===== config.mk =====
export PLATFORM = sky130hd
export DESIGN_NAME = scc_obstacle_mem
export DESIGN_NICKNAME = d
export VERILOG_FILES = /design/src/hw/rtl/segment_circle_collision_check_core_assert.svh /design/src/hw/rtl/scc_pkg.sv /design/src/hw/rtl/scc_obstacle_mem.sv
export SDC_FILE = /design/constraint.sdc
export NUM_CORES = 2
export LEC_CHECK = 0
export BUFFER_PORTS_ARGS = -buffer_cell sky130_fd_sc_hd__buf_2
export CAP_MARGIN = 25
export CORE_MARGIN = 3
export CORE_UTILIZATION = 62
export CTS_CLUSTER_DIAMETER = 200
export CTS_CLUSTER_SIZE = 40
export DETAILED_ROUTE_END_ITERATION = 10
export HOLD_SLACK_MARGIN = 0.03
export PLACE_DENSITY = 0.78
export SYNTH_ARGS = -nofsm -noshare
export SYNTH_HDL_FRONTEND = slang
export SYNTH_SLANG_ARGS = --single-unit

===== constraint.sdc =====
create_clock -name clk -period 6.74 [get_ports clk]
set_input_delay 1.011 -clock clk [delete_from_list [all_inputs] [get_ports clk]]
set_output_delay 1.011 -clock clk [all_outputs]
set_load 0.01 [all_outputs]

===== src/hw/rtl/segment_circle_collision_check_core_assert.svh =====
// assertion macros for the collision check core
`ifndef SEGMENT_CIRCLE_COLLISION_CHECK_CORE_ASSERT_SVH
`define SEGMENT_CIRCLE_COLLISION_CHECK_CORE_ASSERT_SVH

// same-cycle implication, reset masks the check
`define SCC_ASSERT_NOW(lbl, ante, cons, msg) \
	lbl: assert property (@(posedge clk) disable iff (!arst_n) (ante) |-> (cons)) \
		else $error(msg);

// next-cycle implication
`define SCC_ASSERT_NEXT(lbl, ante, cons, msg) \
	lbl: assert property (@(posedge clk) disable iff (!arst_n) (ante) |=> (cons)) \
		else $error(msg);

`endif


===== src/hw/rtl/scc_pkg.sv =====
`timescale 1ns / 1ps
`default_nettype none
package scc_pkg;

	localparam int MAX_OBSTACLES_DEF = 64;
	localparam int SAMPLE_STEPS_DEF  = 10;

	localparam logic CMD_WRITE = 1'b0;
	localparam logic CMD_QUERY = 1'b1;

	typedef struct packed {
		logic signed [15:0] x;
		logic signed [15:0] y;
		logic [14:0]        r;
	} obstacle_t;

	typedef enum logic [1:0] {
		ST_IDLE,
		ST_RUN,
		ST_DRAIN,
		ST_DONE
	} state_t;

endpackage
`default_nettype wire


===== src/hw/rtl/scc_obstacle_mem.sv =====
`timescale 1ns / 1ps
`default_nettype none
module scc_obstacle_mem #(
	parameter int DEPTH = scc_pkg::MAX_OBSTACLES_DEF,
	parameter int AW    = (DEPTH > 1) ? $clog2(DEPTH) : 1
) (
	input  wire logic              clk,
	input  wire logic              wr_en,
	input  wire logic [AW-1:0]     wr_addr,
	input  wire scc_pkg::obstacle_t wr_data,
	input  wire logic              rd_en,
	input  wire logic [AW-1:0]     rd_addr,
	output scc_pkg::obstacle_t     rd_data
);

	scc_pkg::obstacle_t mem [DEPTH];

	always_ff @(posedge clk) begin
		if (wr_en) begin
			mem[wr_addr] <= wr_data;
		end
		if (rd_en) begin
			rd_data <= mem[rd_addr];
		end
	end

endmodule
`default_nettype wire


### After elaboration in Yosys (flattened, before gate mapping)

Memories as Yosys holds them, arrays and structs flattened. A register that Yosys moved wholly into a read port is not among the register bits.
Index checks and enable logic that the tools add are counted.

| storage, ports and cells | value |
|---|---|
| memories | 1 |
| word-level logic and storage cells | 3 |
| bits in writable memories | 3008 |
| register bits after elaboration | 0 |
| output and inout bits | 47 |
| bits of input ports | 62 |

| operators by class | value |
|---|---|
| multiplexer cells | 2 |

Memories:

| name | depth | width | rd ports | clocked after memory_dff | write ports | line | source |
|---|---|---|---|---|---|---|---|
| mem | 64 | 47 | 1 | 1 | 1 | scc_obstacle_mem.sv:16 | `scc_pkg::obstacle_t mem [DEPTH];` |

Operators with widths:

| kind | number |
|---|---|
| 1-bit 2-to-1 mux | 2 |

### Longest topological paths before layout

| logic depth | value |
|---|---|
| depth in word-level cells | 2 |
| mapped depth | 9 |
| depth with buffers taken out | 5 |

### Worst setup path before layout

OpenSTA, ideal clock, no wires.

| path | value |
|---|---|
| kind | in2reg |
| start point | in wr_addr[3] |
| end point | mem mem[48][0] (netlist bit), enable pin |
| stages on the path | 4 |
| library setup time | 0.509 ns |
| path buffers | 1 |
| path slack | 1.514 ns |
| arrival | 4.716 ns |
| cell sequence | clkbuf_1 -> nor2b_1 -> nand4b_1 -> nor3_1 |

RTL lines:

| element | line | source |
|---|---|---|
| from (decl) | scc_obstacle_mem.sv:9 | `input wire logic [AW-1:0] wr_addr,` |
| to (decl) | scc_obstacle_mem.sv:16 |  |

Straight into the memory's write port.

==> results by group <==
Pwr
  • Leakage: around 0.037 uW
  • Max VDD drop: 230.9 uV
  • Pwr Density: 248.4 mW/mm2

Detailed routing
  • Final wirelength: 282.4 mm
  • Via count: 54,632
  • Via/cell ratio: 7.295
  • Drt pass-1 iters: 7
  • Post-route ant nets: 0
  • Initial drt markers: 8,774
  • DRC viols: 0
  • Routed wire length per instance: 37.71 um

Placed design
  • DPL Wire Length: 153.7 mm
  • RePlAce Congestion: about 0.8
  • Placed cells: ~7,300
  • Worst slack at placement: between 2 and 2.5 ns
  • Dpl cell area: 0.1194 mm2
  • I/O Buffers: 108

Cells and area
  • Ratio of cells with drive above 1 in the final layout: 24.84%
  • Cell area after layout: 0.1226 mm2
  • Non-Filler Instances: 7,489
  • Final net count: 5,064
  • Synthesis-to-layout area growth: 6.382%
  • Core Util, Final: 66.69%

Yosys
  • Syn nets: 4,952
  • Synth top area share: 79.59%
  • Count leader, synth: edfxtp_1
  • Area contributors post-synth: edfxtp_1 (80%), mux4_2 (14%), mux2i_1 (0.97%), o22ai_1 (0.94%), o221ai_1 (0.44%)
  • Synth Area in Compound Gates: 2.660%
  • Synth warnings: 0
  • Number of flops mapped to enable cells by yosys: 3,055
  • Fraction of registers with async set/reset: 0%
  • Simple-Gate Fraction of Synth Area: around 1%
  • Gate Count Post-Synth: around 4,900
  • Adder-cell share of the synthesized area: 0%
  • Synth cell count leaders: edfxtp_1 (3,055), mux4_2 (720), o22ai_1 (173), mux2i_1 (112), clkbuf_1 (103)
  • Synth Register Bits: 3,055
  • Sequential share of the synthesized area: 79.59%
  • Post-synthesis cell type count: 36
  • Mux share of post-synthesis cell area: 15.43%
  • Avg Inst Size Synth: 23.57 um2
  • Cell area after synthesis: ~0.12 mm2
  • Main synth FF type: edfxtp_1
  • Area leader, netlist: edfxtp_1
  • Synth Area in XOR/XNOR: 0%
  • Largest family of logic cells by synthesized area: multiplexers

Clocking
  • CTS hold repair buffers: 0
  • Root buf cell: clkbuf_16
  • CTS tree: built
  • CTS Buffer Depth: 3
  • # resized after CTS: 0
  • CTS clk-pin slew, worst paths: 0.14 ns
  • H-Tree Depth: 3
  • CTS Sinks: 3,055
  • Setup Buffers After CTS: 0
  • Num CTS Buffers: 86
  • Clk_lat worst skew: a little under 0.8 ns

Critical path
  • CP Capture Type: flip-flop
  • FF-to-FF setup slack: 4.45 ns
  • Required time of the critical path: 7.43 ns
  • CP arrival: 4.55 ns
  • CP Launch Point: rd_addr[2]
  • Critical Path Sink: rd_data[29]
  • FF-to-FF Start: mem[11][15]
  • Worst R2R End: rd_data[15]
  • CP Class: primary input to flip-flop
  • Critical Path Fanout Max: 115
  • CP Launch Type: primary input
  • Worst R2R Path Depth: 5

Floorplan
  • Core area: 0.1839 mm2
  • I/O pin total: 109
  • Die area: 0.1911 mm2
  • Initial Utilization: 62.69%
  • Die Ht: 437.2 um
  • Die Wd: 437.2 um
  • # rows: 157

Timing
  • Final Slew Violations: 0
  • Unrepaired setup endpoints after global routing: no
  • Slew HR: 19.52%
  • Final period util: 57.35%
  • Setup WS post-layout: 2.875 ns
  • Worst slew pin tran: 1.196 ns
  • Peak Freq: 258.7 MHz
  • Clock Skew: about 0.035 ns
  • Final Hold Viols: 0
  • Fin crit period: 3.865 ns
  • Fin Setup TNS: 0 ns
  • # setup viols final: 0

Run status
  • Run status: completed

Min path
  • Hold path startpoint: wr_data[17]
  • Min-delay worst type: primary input to flip-flop

Global routing
  • Initial antenna violation count: 15
  • First-pass GRT wire length: a little over 400 mm
  • GRT overflow: 0
  • Pin count of the biggest net entering global routing: 117
  • Vias in the first global route: about 54,000
  • GRT Util Overall: 29.81%

Flow run
  • Max cap viols: 0
[layout by cell type (no fill, tap or decap), types with 13 or more instances in the layout]
cell type  synthesis  final
edfxtp_1        3055   3055
mux4_2           720    720
o22ai_1          173    173
buf_4             35    122
buf_2             96    114
mux2i_1          112    112
clkbuf_16          0     90
a21oi_1           69     69
nor2_4             0     62
o221ai_1          58     58
buf_12             0     55
mux2_2            40     40
nor4_1            39     36
nor2_1            97     35
a221oi_1          33     33
o22a_1            31     31
a22oi_1           24     24
o21ai_0           20     20
nand2_1           24     19
diode_2            0     17
nor2b_1           20     17
a22o_1            16     16
nand3_1           13     13
[through the flow]
stage / hold WS, ns / total power [uW]
final: 0.4456 / 30460
after detailed placement: 0.8673 / 23330
after global routing: 0.4217 / 31170
after global placement: 0.8728 / 23260
after CTS: 0.6102 / 30470
after floorplan: 0.8380 / 22510
[kinds of logic after synthesis]
group | after synthesis
AO/OA/AOI/OAI | 445
buffers and inverters | 281
flip-flops | 3055
AND/OR/NAND/NOR | 237
multiplexers | 872
[worst max-delay path, stage by stage]
cell and delay (ns):
buf_8 0.39, buf_12 0.51, or3b_2 0.76, buf_4 0.37
o22ai_1 0.14, nor4_1 0.94, o22a_1 0.25
[state kept, by name (all words and copies together) (netlist names)]
register  cells
rd_data      47
mem        3008
[metal layers]
metal | up-vias | part of all wire (%) | track usage, %
li1 | 21117 | - | -
met1 | 28842 | 34 | 40.85
met2 | 4033 | 49 | 47.44
met3 | 636 | 12 | 5.575
met4 | 4 | 5.8 | 14.06
met5 | - | 0.0081 | 0
[final cells by class]
| type | count | area, um2 |
|---|---|---|
| diodes | 17 | 42.54 |
| fillers | 11043 | 61240 |
| clock inverters | 4 | 63.81 |
| repair buffers | 305 | 2894 |
| flip-flops and latches | 3055 | 91740 |
| well taps | 2464 | 3083 |
| multi-input cells | 1554 | 22550 |
| clock buffers | 90 | 2252 |
[where the power goes]
part	internal, uW	total (uW)	switching [uW]
logic	693	1850	1150
registers	21000	21100	70.6
clock network	2450	7500	5050
[worst min path at each step]
| stage | slack, ns | cells past startpoint | end |
|---|---|---|---|
| 2_1_floorplan | 0.84 | 4 | rd_data[10] |
| 3_3_place_gp | 0.87 | 4 | rd_data[25] |
| 3_5_place_dp | 0.87 | 4 | rd_data[6] |
| 4_1_cts | 0.61 | 1 | mem[22][19] |
| 5_1_grt | 0.42 | 1 | mem[61][17] |
| 6_report | 0.45 | 1 | mem[56][17] |
Note: power is estimated with default switching activity, not from simulation.
