===== config.mk =====
export PLATFORM = sky130hd
export DESIGN_NAME = scc_sample_lane
export DESIGN_NICKNAME = d
export VERILOG_FILES = /design/src/hw/rtl/segment_circle_collision_check_core_assert.svh /design/src/hw/rtl/scc_pkg.sv /design/src/hw/rtl/scc_sample_lane.sv
export SDC_FILE = /design/constraint.sdc
export NUM_CORES = 2
export LEC_CHECK = 0
export ABC_AREA = 1
export BUFFER_PORTS_ARGS = -buffer_cell sky130_fd_sc_hd__buf_4
export CORE_MARGIN = 2
export CORE_UTILIZATION = 60
export DETAILED_ROUTE_END_ITERATION = 8
export HOLD_SLACK_MARGIN = 0.1
export PLACE_DENSITY = 0.8
export SLEW_MARGIN = 30
export SYNTH_ARGS = -nofsm -noshare
export SYNTH_HDL_FRONTEND = slang
export SYNTH_SLANG_ARGS = --single-unit

===== constraint.sdc =====
create_clock -name clk -period 6.8 [get_ports clk]
set_input_delay 0.68 -clock clk [delete_from_list [all_inputs] [get_ports clk]]
set_output_delay 0.68 -clock clk [all_outputs]
set_load 0.05 [all_outputs]

===== src/hw/rtl/segment_circle_collision_check_core_assert.svh =====
// assertion macros for the collision check core
`ifndef SEGMENT_CIRCLE_COLLISION_CHECK_CORE_ASSERT_SVH
`define SEGMENT_CIRCLE_COLLISION_CHECK_CORE_ASSERT_SVH

// same-cycle implication, reset masks the check
`define SCC_ASSERT_NOW(lbl, ante, cons, msg) \
	lbl: assert property (@(posedge clk) disable iff (!arst_n) (ante) |-> (cons)) \
		else $error(msg);

// next-cycle implication
`define SCC_ASSERT_NEXT(lbl, ante, cons, msg) \
	lbl: assert property (@(posedge clk) disable iff (!arst_n) (ante) |=> (cons)) \
		else $error(msg);

`endif


===== src/hw/rtl/scc_pkg.sv =====
`timescale 1ns / 1ps
`default_nettype none
package scc_pkg;

	localparam int MAX_OBSTACLES_DEF = 64;
	localparam int SAMPLE_STEPS_DEF  = 10;

	localparam logic CMD_WRITE = 1'b0;
	localparam logic CMD_QUERY = 1'b1;

	typedef struct packed {
		logic signed [15:0] x;
		logic signed [15:0] y;
		logic [14:0]        r;
	} obstacle_t;

	typedef enum logic [1:0] {
		ST_IDLE,
		ST_RUN,
		ST_DRAIN,
		ST_DONE
	} state_t;

endpackage
`default_nettype wire


===== src/hw/rtl/scc_sample_lane.sv =====
`timescale 1ns / 1ps
`default_nettype none
module scc_sample_lane #(
	parameter int SAMPLE_STEPS = scc_pkg::SAMPLE_STEPS_DEF,
	parameter int DW           = 18 + $clog2(SAMPLE_STEPS + 1)
) (
	input  wire logic                     clk,
	input  wire logic signed [DW-1:0]     px,
	input  wire logic signed [DW-1:0]     py,
	input  wire scc_pkg::obstacle_t       obs,
	output logic                          hit
);

	localparam logic signed [DW-1:0] NS = DW'(SAMPLE_STEPS);

	logic signed [DW-1:0]   cx_w;
	logic signed [DW-1:0]   cy_w;
	logic signed [DW-1:0]   ncx;
	logic signed [DW-1:0]   ncy;
	logic [DW-1:0]          nr;
	logic signed [DW-1:0]   dx_s2;
	logic signed [DW-1:0]   dy_s2;
	logic [DW-1:0]          rr_s2;
	logic signed [2*DW-1:0] dxx;
	logic signed [2*DW-1:0] dyy;
	logic [2*DW-1:0]        dxx_s3;
	logic [2*DW-1:0]        dyy_s3;
	logic [2*DW-1:0]        rrr_s3;
	logic [2*DW:0]          dist_sq;

	// scaled centre and radius, everything multiplied by the step count
	assign cx_w = DW'(obs.x);
	assign cy_w = DW'(obs.y);
	assign ncx  = NS * cx_w;
	assign ncy  = NS * cy_w;
	assign nr   = DW'(SAMPLE_STEPS) * DW'(obs.r);

	always_ff @(posedge clk) begin
		dx_s2 <= px - ncx;
		dy_s2 <= py - ncy;
		rr_s2 <= nr;
	end

	assign dxx = dx_s2 * dx_s2;
	assign dyy = dy_s2 * dy_s2;

	always_ff @(posedge clk) begin
		dxx_s3 <= dxx;
		dyy_s3 <= dyy;
		rrr_s3 <= rr_s2 * rr_s2;
	end

	assign dist_sq = {1'b0, dxx_s3} + {1'b0, dyy_s3};
	assign hit     = dist_sq < {1'b0, rrr_s3};

endmodule
`default_nettype wire


======== Word level (Yosys, flattened, before mapping) ========
Cells that the tools add are included.
storage, ports and cells
  register bits after elaboration ......... 188
  input bits .............................. 92
  output and inout port bits .............. 1
  word-level logic and storage cells ...... 16
operators by class
  $add $sub $neg .......................... 3
  multipliers ............................. 6
  order comparisons ....................... 1
operators by type and width
  operator                                            count
  multiplier 22 x 22 -> 44 bit                        2
  adder 44 x 44 -> 45 bit                             1
  less-than comparator 45 x 38 -> 1 bit               1
  subtractor 22 x 21 -> 22 bit                        2
  multiplier 4 x 16 -> 20 bit (first input constant)  2
  multiplier 18 x 18 -> 36 bit                        1
  multiplier 3 x 15 -> 18 bit (first input constant)  1

======== Longest topological paths before layout ========
  word-level depth ........................ 2
  gate-level depth with buffers ........... 29
  gate-level depth less buffers ........... 28

======== Worst setup path after synthesis ========
No wires, ideal clock.
  kind .................................... reg2reg
  start ................................... register dx_s2[21]
  end ..................................... register dxx_s3[38]
  library setup time ...................... 72 ps
  arrival ................................. 6465 ps
  data required time ...................... 6728 ps
  setup slack ............................. 264 ps
  stages on the path, launching flop included .. 24
  buffers on the path ..................... 2
  period minus slack after synthesis ...... 6536 ps
  cells stage by stage .................... dfxtp_1 clkbuf_1 clkbuf_1 nand2_1 fa_1 inv_1 fa_1 inv_1 fa_1 fa_1 inv_1 fa_1 inv_1 fa_1 fa_1 inv_1 ha_1 nand2_1 nor2_2 inv_1 nor4_1 nand3_1 nand3_1 xor2_1
between the ends
  longest elaborated chain between the ends .. 1
ends and longest elaborated chain
  item                          line                   source
  start, declared               scc_sample_lane.sv:21  logic signed [DW-1:0] dx_s2;
  start signal, assigned        scc_sample_lane.sv:39  dx_s2 <= px - ncx;
  multiplier 22 x 22 -> 44 bit  scc_sample_lane.sv:44  assign dxx = dx_s2 * dx_s2;
  net dxx[38]                   scc_sample_lane.sv:24  logic signed [2*DW-1:0] dxx;
  end signal, assigned          scc_sample_lane.sv:48  dxx_s3 <= dxx;
  end, declared                 scc_sample_lane.sv:26  logic [2*DW-1:0] dxx_s3;
The timed path passes the listed nets, and every way through them passes these cells.

======== Final worst setup path ========
  start ................................... register dy_s2[11]
  end ..................................... register dyy_s3[39]
between the ends
  longest elaborated chain between the ends .. 1
ends and longest elaborated chain
  item                          line                   source
  start, declared               scc_sample_lane.sv:22  logic signed [DW-1:0] dy_s2;
  start signal, assigned        scc_sample_lane.sv:40  dy_s2 <= py - ncy;
  multiplier 22 x 22 -> 44 bit  scc_sample_lane.sv:45  assign dyy = dy_s2 * dy_s2;
  net dyy[39]                   scc_sample_lane.sv:25  logic signed [2*DW-1:0] dyy;
  end signal, assigned          scc_sample_lane.sv:49  dyy_s3 <= dyy;
  end, declared                 scc_sample_lane.sv:27  logic [2*DW-1:0] dyy_s3;
The timed path passes the listed nets, and every way through them passes these cells.

==> flow_summary.toml <==
[routing]
routedWlPerCell_um = 16.0
ant_nets = 0
vias_per_cell = 5.26
drtIter0Drc = 2981
dr_total_vias = 42000
first_pass_iters = 6
drcViolationCount = 0
drt_wl_total_um = 128000

[sta]
final_hold_viol_count = 0
drv_slew = 0
min_period_ns = 6.58
fmax_ghz = 0.152
finalSetupViolations = 0
hold-worst-slack_ns = 0.281
finalCritPeriodShare_pct = 96.7
worst_clock_skew_ns = 0.0204
relSlewSlack_pct = 40.9
tightest_slew_ns = 0.885

[clocking]
h-tree-depth = 4
cts_hold_buf = 0
cts_buffers = 17
cts_tree = "done"
cts_sinks = 181
clk_path_buf_depth = 2
post-cts-setup-buffer-count = 0
insertion_delay_ns = 0.50
clockRootBuffer = "clkbuf_16"
clk_pin_slew_worst_paths_ns = 0.09

[synth]
synthFlopType = "dfxtp_1"
async_flop_share_pct = 0
synthCells = 6720
synth_area_um2 = 55000
ys_ff_latch = 181
netlist_top_cells_area = "fa_1 42%, inv_1 14%, ha_1 14%"
synth_top_area_share_pct = 41.6
yosysSeqAreaShare_pct = 6.59
synth_edf_count = 0
synth_area_per_cell_um2 = 8.18
synth_fp_nets = 8553
synth_cell_types = 52
ys.warnings.count = 0
synth_top_cell_by_area = "fa_1"

[global_route]
grt_max_degree = 33
grt.overflow.total = 0
antenna_found_initial = 1
grt_pass1_wl_um = 218000
track_usage_pct = 28.7
grt_pass1_vias = 45500

[setup_path]
path_cells = "buf_4, nand2_1, fa_1, fa_1, inv_1, fa_1, inv_1, fa_1, fa_1, fa_1, inv_1, fa_1, ha_1, nand2_2, nor2_1, nand4_1, nor3_1, nand3_1, nand4_1, xor2_1"
critPathRequiredTime_ns = 7.21
cp-start-kind = "flop"
crit_type = "flop to flop"
arrival_ns = 6.99
cp_max_fo = 22
worst_path_max_delay_cell = "fa_1"
cpMostUsedCell = "fa_1"
ff2ff_setup_slack_ns = 0.22
end_kind = "flop"
slowest_delay_ns = 0.52

[die]
core_um2 = 91200
die_area_um2 = 94000
die-height_um = 307
std_cell_rows = 111
ios = 93
die_w_um = 307
start_util_pct = 60.2

[min_path]
hold_class = "input pin to flop"

[status]
outcome = "finished, final reports clean"

[cells_and_area]
final.fill_count = 7582
syn2layout_area_growth_pct = 5.75
final_util_pct = 63.7
drive_above_1_share_pct = 4.79
final_nets = 8624
num_antenna_cells = 0

[placement]
place_hpwl_um = 113000
port_buffers = 92
place_congestion = 1.01

[run]
maxCapViolCount = 0
[cell usage in the layout, fill, tap and decap left out, types with 8 or more instances in the layout]
cell	Yosys	layout
a21boi_0	11	10
a21o_1	29	29
a21oi_1	244	244
a21oi_2	9	9
a31oi_1	23	23
buf_4	0	169
clkbuf_16	0	17
dfxtp_1	181	168
dfxtp_2	0	13
fa_1	1142	1141
ha_1	599	597
inv_1	2057	2055
nand2_1	1275	1275
nand2_2	17	17
nand3_1	119	118
nand4_1	33	33
nor2_1	271	270
nor2_2	13	14
nor3_1	33	31
nor4_1	12	11
o211ai_1	17	17
o21a_1	8	8
o21ai_0	109	109
o21ai_1	14	14
o21ai_2	9	9
o21bai_1	35	35
or2_2	14	14
xnor2_1	86	86
xor2_1	162	162
[critical path: cells and delay by family, from the launching register on]
kind,cells,cell delay [ns]
flip-flops,1,0.32
AND/OR/NAND/NOR,7,1.57
XOR/XNOR,1,0.16
adder cells (fa/ha/maj),8,3.95
buffers and inverters,4,0.48
[through the flow]
stage / setup TNS (ns) / setup slack, ns / area (um^2) / instances
floorplan: 0 / 0.264 / 55000 / 6720
global placement: 0 / 0.256 / 57400 / 7958
detailed placement: 0 / 0.103 / 57400 / 7958
CTS: 0 / 0.0686 / 58000 / 7990
global route: -0.0150 / -0.0150 / 58100 / 7990
finish: 0 / 0.224 / 58100 / 7990
[cell usage after synthesis (3+ instances only)]
cell      count
buf_1        11
a31oi_1      23
and2_1        3
nor2_1      271
o21bai_2      4
or2_2        14
nor4_1       12
nand2_1    1275
inv_1      2057
a21boi_0     11
o31ai_1       3
a221oi_1      4
nor3_2        4
a21boi_1      4
o211ai_1     17
o21a_1        8
nor3_1       33
xnor2_1      86
o21bai_1     35
a21oi_2       9
a21oi_1     244
ha_1        599
nand3b_1      7
a21o_1       29
o21ai_0     109
dfxtp_1     181
clkbuf_1    118
nor2_2       13
o21ai_1      14
o21ai_2       9
inv_2         5
a211oi_1      7
nand4_1      33
xor2_1      162
nand3_1     119
and3_1        6
fa_1       1142
nand2_2      17
[per-layer routing]
| metal | wire [um] | GRT usage [%] | vias to the layer above |
|---|---|---|---|
| li1 | - | - | 19700 |
| met1 | 52300 | 37.3 | 20600 |
| met2 | 63700 | 50.4 | 1357 |
| met3 | 7560 | 3.22 | 302 |
| met4 | 4120 | 9.15 | 0 |
| met5 | 0 | 0 | - |
[sequential cells by signal, indices dropped and copies added (netlist names)]
name	count
rr_s2	18
dy_s2	22
dx_s2	22
dxx_s3	42
dyy_s3	42
rrr_s3	35
[cell type report]
| type | instances | area [um^2] | share of cell area (%) |
|---|---|---|---|
| inverter | 2062 | 7740 | 13.3 |
| clock inverter | 15 | 210 | 0.362 |
| sequential | 181 | 3640 | 6.26 |
| tap | 1186 | 1480 | 2.55 |
| timing repair buffer | 181 | 1470 | 2.52 |
| multi-input combinational | 4348 | 43200 | 74.3 |
| clock buffer | 17 | 425 | 0.732 |
[cells by family after synthesis]
logic type | count (synthesis) | synth area share (%)
AOI/OAI and AO/OA | 547 | 5.94
and+or+nand+nor | 1812 | 13.3
buffers and inverters | 2191 | 15.0
adders and majority gates | 1741 | 55.2
xor gates and xnor gates | 248 | 3.95
DFF | 181 | 6.59
[timing repair]
action	CTS	global route
endpoints found under the hold margin	0	0
endpoints found under the setup margin	0	26
gates resized for setup	0	31
[final timing paths]
| kind | start | endpoint | cells after the start |
|---|---|---|---|
| setup / recovery | dy_s2[11] | dyy_s3[39] | 20 |
| hold / removal | px[0] | dx_s2[0] | 1 |
| setup reg to reg | dy_s2[11] | dyy_s3[39] | 20 |
| hold reg to reg | dx_s2[0] | dxx_s3[2] | 2 |
Power is not shown: default switching activity piles up to over one toggle a cycle in this logic, so the estimate is an artifact.
